**src/rtl/hrv_pkg.sv**
```systemverilog
// Shared types and constants for the HRV time-domain metrics block.
// No dependencies; imported by every module of the block.
package hrv_pkg;

    localparam int ARITH_W    = 64;
    localparam int ITER_W     = 7;
    localparam logic [ITER_W-1:0] MUL_ITERS  = 7'd64;
    localparam logic [ITER_W-1:0] DIV_ITERS  = 7'd64;
    localparam logic [ITER_W-1:0] SQRT_ITERS = 7'd32;
    localparam logic [ARITH_W-1:0] SQRT_BIT0 = 64'h4000_0000_0000_0000;
    localparam logic [ARITH_W-1:0] PNN_SCALE = 64'd1600;
    localparam int Q_SHIFT = 8;
    localparam logic [19:0] MET_SAT = 20'hFFFFF;

    localparam logic [1:0] STAT_OK        = 2'd0;
    localparam logic [1:0] STAT_FEW_RAW   = 2'd1;
    localparam logic [1:0] STAT_FEW_CLEAN = 2'd2;

    localparam logic [2:0] CFG_RANGE_MIN  = 3'd0;
    localparam logic [2:0] CFG_RANGE_MAX  = 3'd1;
    localparam logic [2:0] CFG_TOL_PCT    = 3'd2;
    localparam logic [2:0] CFG_TOL_FLOOR  = 3'd3;
    localparam logic [2:0] CFG_DIFF_LIMIT = 3'd4;
    localparam logic [2:0] CFG_MIN_CLEAN  = 3'd5;

    typedef enum logic [3:0] {
        S_LOAD, S_CHECK, S_WIN_INIT, S_WIN_RD, S_WIN_CAP, S_MED, S_GATE, S_ACC,
        S_FIN, S_OP_ISSUE, S_OP_WAIT, S_RES_RAW, S_RES_CLEAN, S_RES_OK
    } t_state;

    typedef enum logic [3:0] {
        ST_MUL_CQ, ST_MUL_SS, ST_MUL_DEN, ST_DIV_SD, ST_SQRT_SD,
        ST_DIV_RM, ST_SQRT_RM, ST_MUL_PNN, ST_DIV_PNN
    } t_step;

    typedef enum logic [1:0] {AOP_MUL, AOP_DIV, AOP_SQRT} t_aop;

    typedef struct packed {
        logic [15:0] range_min;
        logic [15:0] range_max;
        logic [6:0]  tol_pct;
        logic [15:0] tol_floor;
        logic [15:0] diff_limit;
        logic [8:0]  min_clean;
    } t_cfg;

    typedef struct packed {
        logic load;
        logic proc_init;
        logic win_init;
        logic win_cap;
        logic med_scan;
        logic gate;
        logic acc;
        logic op_issue;
        logic op_wait;
        logic res_raw;
        logic res_clean;
        logic res_ok;
    } t_cmd;

    typedef struct packed {
        logic last_acc;
        logic raw_lt3;
        logic n_zero;
        logic j_at_b;
        logic med_found;
        logic i_last;
        logic clean_short;
        logic step_last;
        logic arith_done;
        logic out_busy;
    } t_stat;

endpackage

```
**src/rtl/hrv_ctrl.sv**
```systemverilog
// Controller state machine: load, per-interval median gating walk, final math sequence.
// Depends on hrv_pkg.
module hrv_ctrl (
    input  logic           i_clk,
    input  logic           i_rst_n,
    input  hrv_pkg::t_stat i_stat,
    output hrv_pkg::t_cmd  o_cmd
);
    import hrv_pkg::*;

    t_state r_state, n_state;

    always_ff @(posedge i_clk) begin
        if (!i_rst_n) r_state <= S_LOAD;
        else r_state <= n_state;
    end

    always_comb begin
        n_state = r_state;
        case (r_state)
            S_LOAD:     if (i_stat.last_acc) n_state = S_CHECK;
            S_CHECK: begin
                if (i_stat.raw_lt3) n_state = S_RES_RAW;
                else if (i_stat.n_zero) n_state = S_FIN;
                else n_state = S_WIN_INIT;
            end
            S_WIN_INIT: n_state = S_WIN_RD;
            S_WIN_RD:   n_state = S_WIN_CAP;
            S_WIN_CAP:  n_state = i_stat.j_at_b ? S_MED : S_WIN_RD;
            S_MED:      if (i_stat.med_found) n_state = S_GATE;
            S_GATE:     n_state = S_ACC;
            S_ACC:      n_state = i_stat.i_last ? S_FIN : S_WIN_INIT;
            S_FIN:      n_state = i_stat.clean_short ? S_RES_CLEAN : S_OP_ISSUE;
            S_OP_ISSUE: n_state = S_OP_WAIT;
            S_OP_WAIT: begin
                if (i_stat.arith_done) n_state = i_stat.step_last ? S_RES_OK : S_OP_ISSUE;
            end
            S_RES_RAW, S_RES_CLEAN, S_RES_OK: if (!i_stat.out_busy) n_state = S_LOAD;
            default:    n_state = S_LOAD;
        endcase
    end

    always_comb begin
        o_cmd = '0;
        case (r_state)
            S_LOAD:      o_cmd.load      = 1'b1;
            S_CHECK:     o_cmd.proc_init = 1'b1;
            S_WIN_INIT:  o_cmd.win_init  = 1'b1;
            S_WIN_CAP:   o_cmd.win_cap   = 1'b1;
            S_MED:       o_cmd.med_scan  = 1'b1;
            S_GATE:      o_cmd.gate      = 1'b1;
            S_ACC:       o_cmd.acc       = 1'b1;
            S_OP_ISSUE:  o_cmd.op_issue  = 1'b1;
            S_OP_WAIT:   o_cmd.op_wait   = 1'b1;
            S_RES_RAW:   o_cmd.res_raw   = !i_stat.out_busy;
            S_RES_CLEAN: o_cmd.res_clean = !i_stat.out_busy;
            S_RES_OK:    o_cmd.res_ok    = !i_stat.out_busy;
            default:     ;
        endcase
    end

endmodule

```
**config.mk**
```make
export PLATFORM = sky130hd
export DESIGN_NAME = hrv_ctrl
export DESIGN_NICKNAME = d
export VERILOG_FILES = /design/src/rtl/hrv_pkg.sv /design/src/rtl/hrv_ctrl.sv
export SDC_FILE = /design/constraint.sdc
export NUM_CORES = 1
export LEC_CHECK = 0
export BUFFER_PORTS_ARGS = -buffer_cell sky130_fd_sc_hd__buf_4
export CORE_AREA = 3 3 40 42
export CTS_CLUSTER_SIZE = 20
export DETAILED_ROUTE_END_ITERATION = 16
export DIE_AREA = 0 0 43 45
export GPL_ROUTABILITY_DRIVEN = 0
export MAX_ROUTING_LAYER = met4
export PLACE_DENSITY_LB_ADDON = 0.1
export SYNTH_ARGS = -nofsm -noshare
export SYNTH_HDL_FRONTEND = slang
export SYNTH_SLANG_ARGS = --single-unit
```
**constraint.sdc**
```tcl
create_clock -name i_clk -period 2.6 [get_ports i_clk]
set_input_delay 0.39 -clock i_clk [delete_from_list [all_inputs] [get_ports i_clk]]
set_output_delay 0.39 -clock i_clk [all_outputs]
set_load 0.05 [all_outputs]
```
# Word level (Yosys, flattened, before mapping)
# Cells that the tools add are included.
totals:
  elab_cells: 45
  register_bits: 4
  input_bits: 12
op_classes:
  muxes: 23
  reduce_logical: 4
  n_eq_ne: 17
ops:
  columns: ["op", "n"]
  rows:
  - ["$pmux W4 S12", 1]
  - ["$mux W4", 7]
  - ["$eq A4 B4 Y1 const B", 6]
  - ["$eq A4 B3 Y1 const B", 4]
  - ["$mux W1", 12]
  - ["$mux W3", 3]
  - ["$eq A4 B2 Y1 const B", 2]
  - ["$ne A2 B2 Y1 const B", 4]
  - ["$eq A4 B1 Y1 const B", 1]
  - ["$logic_not A4 Y1", 1]
  - ["$reduce_and A4 Y1", 1]
  - ["$reduce_or A3 Y1", 1]
  - ["$logic_not A1 Y1", 1]

# Depth between registers and ports, before layout
depth:
  ltp_word: 4
  mapped_depth: 6
  ltp_nobuf: 4

# Least setup slack after synthesis
# Ideal clock, no wire load.
synth_path:
  path_kind: "register -> output"
  from: "register r_state[0]"
  to: "output o_cmd[1] in the netlist's numbering"
  setup_slack_ps: 20
  arrival_time_ps: 2190
  stages_incl_launch_ff: 4
  cell_sequence: "dfxtp_1 buf_2 clkbuf_1 nor4_1"
synth_lines:
  columns: ["element", "line", "source"]
  rows:
  - ["from (decl)", "hrv_ctrl.sv:11", "t_state r_state, n_state;"]
  - ["from (signal assigned)", "hrv_ctrl.sv:15", "else r_state <= n_state;"]
  - ["to (decl)", "hrv_ctrl.sv:7", "output hrv_pkg::t_cmd o_cmd"]

==> flow_summary_export.csv <==
group,metric,value,unit
cells_and_area,final_nets,102,
power_and_ir_drop,total_leakage_power,0.273,nW
drt,vias,562,
drt,drc,0,
cells_and_area,fin_util,0.511,
drt,drtPass1Iterations,3,
place,place_area,634,sq um
place,dp_slack,0.720,ns
cts,clk_latency,0.23,ns
floorplanning,rows,13,
cts,cts.sinks,4,
floorplanning,fp.dieW,43,microns
setup_path,crit_start,"r_state[0]$_SDFFE_PN0P_",
cts,htree_levels,1,
logic_synthesis,synth_top_area_share,0.167,
sta,period_share,0.783,
setup_path,worst-r2r-cell-count,4,
sta,finalSetupTns,0,ns
sta,worstMarginPinSlew,0.615,ns
logic_synthesis,yosys_register_bits,4,
job,maxCapViolations,0,
cts,numCtsBuffers,3,
sta,slew_viol_final,0,
setup_path,setup.worst_path.end_class,"output pin",
drt,wire_per_inst,12.5,microns
logic_synthesis,synthCells,69,
power_and_ir_drop,irDropWorstVdd,0.733,mV
cts,ctsHoldBuffers,0,
sta,layout_min_cycle_time,2.03,ns
logic_synthesis,yosysWarnings,0,
drt,drt_wl_total,1290,microns
cells_and_area,final_layout_size_suffix_gt1_frac,0.318,
place,numPortBuffers,23,
setup_path,arrival,1.64,ns
logic_synthesis,synth-edff-count,0,
drt,first_iter_violations,7,
sta,rsz0062_at_grt,"no",
floorplanning,die_area,0.00194,sq mm
logic_synthesis,ys_top_cells_by_area,"dfxtp_1 17%, nor3_1 6.3%, nor2_1 5.5%",
logic_synthesis,ys_types,31,
hold_path,hold_path_class,"input port to flop",
sta,skew,0.00818,ns
cts,cts_max_path_buffers,2,
sta,hold_viol_final,0,
logic_synthesis,ys_seq_area_frac,0.167,
cells_and_area,area_delta_synth_final,36.7,%
setup_path,rrSetupSlack,0.68,ns
floorplanning,fp.coreArea,0.00128,sq mm
grt,grt_start_max_net_pins,21,
floorplanning,ios,24,
setup_path,crit_end,"o_cmd[0]",
logic_synthesis,synthArstFlopShare,0,
logic_synthesis,yosysTopAreaCell,"dfxtp_1",
cts,cts_tree,"yes",
sta,fmaxAchievable,491,MHz
drt,vias_per_cell,5.46,
setup_path,cp_max_fo,20,
place,placedCellCount,100,
floorplanning,floorplan.initialDensity,0.374,
logic_synthesis,syn-num-nets,81,
place,hpwl,929,microns
setup_path,rr_endpoint,"r_state[1]$_SDFFE_PN0P_",
grt,grt_overflow,0,
cells_and_area,antenna_cells,0,
power_and_ir_drop,powerDensity,1170,mW/mm^2
grt,antenna_found_initial,0,
cells_and_area,largest_reg_flops,4,
cells_and_area,stdcell_count,103,
grt,grt_pass1_wl,2080,microns
cts,clk_pin_slew,0.04,ns
sta,setup_viol_count_final,0,
logic_synthesis,syn_area,480,sq um
logic_synthesis,syn_area_per_cell,6.96,sq um
cts,ctsResizeCount,0,
sta,relSlewSlack,0.590,
cells_and_area,largest_register,"r_state",
cts,postCtsSetupBuffers,0,
cts,clockRootBuffer,"clkbuf_4",
run_status,status,"finished clean",
power_and_ir_drop,power,765,uW
drt,drt.antenna.violating_nets,0,
floorplanning,die_y,45,microns
sta,timing.final.ws_setup,0.565,ns
setup_path,worst-setup-path-type,"flop to output pin",
cells_and_area,reg_top3,"r_state (4)",
grt,grt_pass1_vias,503,
cells_and_area,fin_area,657,sq um
setup_path,cp.required,2.21,ns
grt,groute.usage.overall,0.139,
sta,whs,0.393,ns
setup_path,r2r-start,"r_state[1]$_SDFFE_PN0P_",
setup_path,critPathLaunchType,"flop",
logic_synthesis,synth_flop_cell,"dfxtp_1",
-- Yosys cell counts (all sizes together) (2+ instances only) --
library cell and number:
a211o 2, nand2b 4, a21oi 2, nor4 3, clkbuf 3, nor2b 2, a31oi 3, nor3 6
nor3b 2, dfxtp 4, nor2 7, o21a 2, buf 4, nand3b 2, o21ai 2, nand2 5
or3 2, inv 3
-- layer usage --
layer | track usage | wire [microns] | vias to the layer above
met3 | 0.0239 | 61 | 0
met4 | 0.0361 | 0 | 0
li1 | - | - | 294
met2 | 0.222 | 575 | 14
met5 | - | 0 | -
met1 | 0.183 | 655 | 254
-- worst max-delay path: stages, from the launching register on --
cell      delay, ns
dfxtp_1        0.70
nand2b_1       0.26
nor3_1         0.22
buf_4          0.22
-- logic make-up (layout without fill, tap and decap cells) --
family                 count (synthesis)  count (layout)  share of synthesized area
multiplexers                           1               1                     0.0208
AO/OA/AOI/OAI                         18              18                      0.286
AND/OR/NAND/NOR                       36              36                      0.424
buffers and inverters                 10              29                      0.102
flip-flops                             4               4                      0.167
-- area by class of cell --
| class | count | area [sq um] |
|---|---|---|
| Clock buffer | 3 | 22.5 |
| Fill cell | 138 | 628 |
| Inverter | 3 | 11.3 |
| Multi-Input combinational cell | 55 | 352 |
| Sequential cell | 4 | 80.1 |
| Tap cell | 15 | 18.8 |
| Timing Repair Buffer | 23 | 173 |
-- cell usage in the layout (no fill, tap or decap), types with 2 or more instances in the layout --
| master | synthesis | routed |
|---|---|---|
| buf_4 | 0 | 23 |
| nor2_1 | 7 | 7 |
| nor3_1 | 6 | 6 |
| nand2_1 | 5 | 5 |
| dfxtp_1 | 4 | 4 |
| nand2b_1 | 3 | 3 |
| nor4_1 | 3 | 3 |
| inv_1 | 3 | 3 |
| a31oi_1 | 3 | 3 |
| clkbuf_4 | 0 | 3 |
| nor2b_1 | 2 | 2 |
| nand3b_1 | 2 | 2 |
| a211o_1 | 2 | 2 |
| nor3b_1 | 2 | 2 |
| or3_1 | 2 | 2 |
| o21a_1 | 2 | 2 |
| a21oi_1 | 2 | 2 |
| o21ai_0 | 2 | 2 |
-- power by group --
part           total (mW)  internal [mW]  switching (mW)
sequential          0.208         0.0882           0.120
clock              0.0756         0.0515          0.0241
combinational       0.482          0.197           0.285
-- worst min path at each step --
stage          startpoint                       to  cells past startpoint
2_1_floorplan     i_rst_n  r_state[1]$_SDFFE_PN0P_                      1
3_3_place_gp      i_rst_n  r_state[1]$_SDFFE_PN0P_                      2
3_5_place_dp      i_rst_n  r_state[1]$_SDFFE_PN0P_                      2
4_1_cts           i_rst_n  r_state[1]$_SDFFE_PN0P_                      2
5_1_grt           i_rst_n  r_state[1]$_SDFFE_PN0P_                      2
6_report          i_rst_n  r_state[1]$_SDFFE_PN0P_                      2
Power figures use the tool's default switching activity.
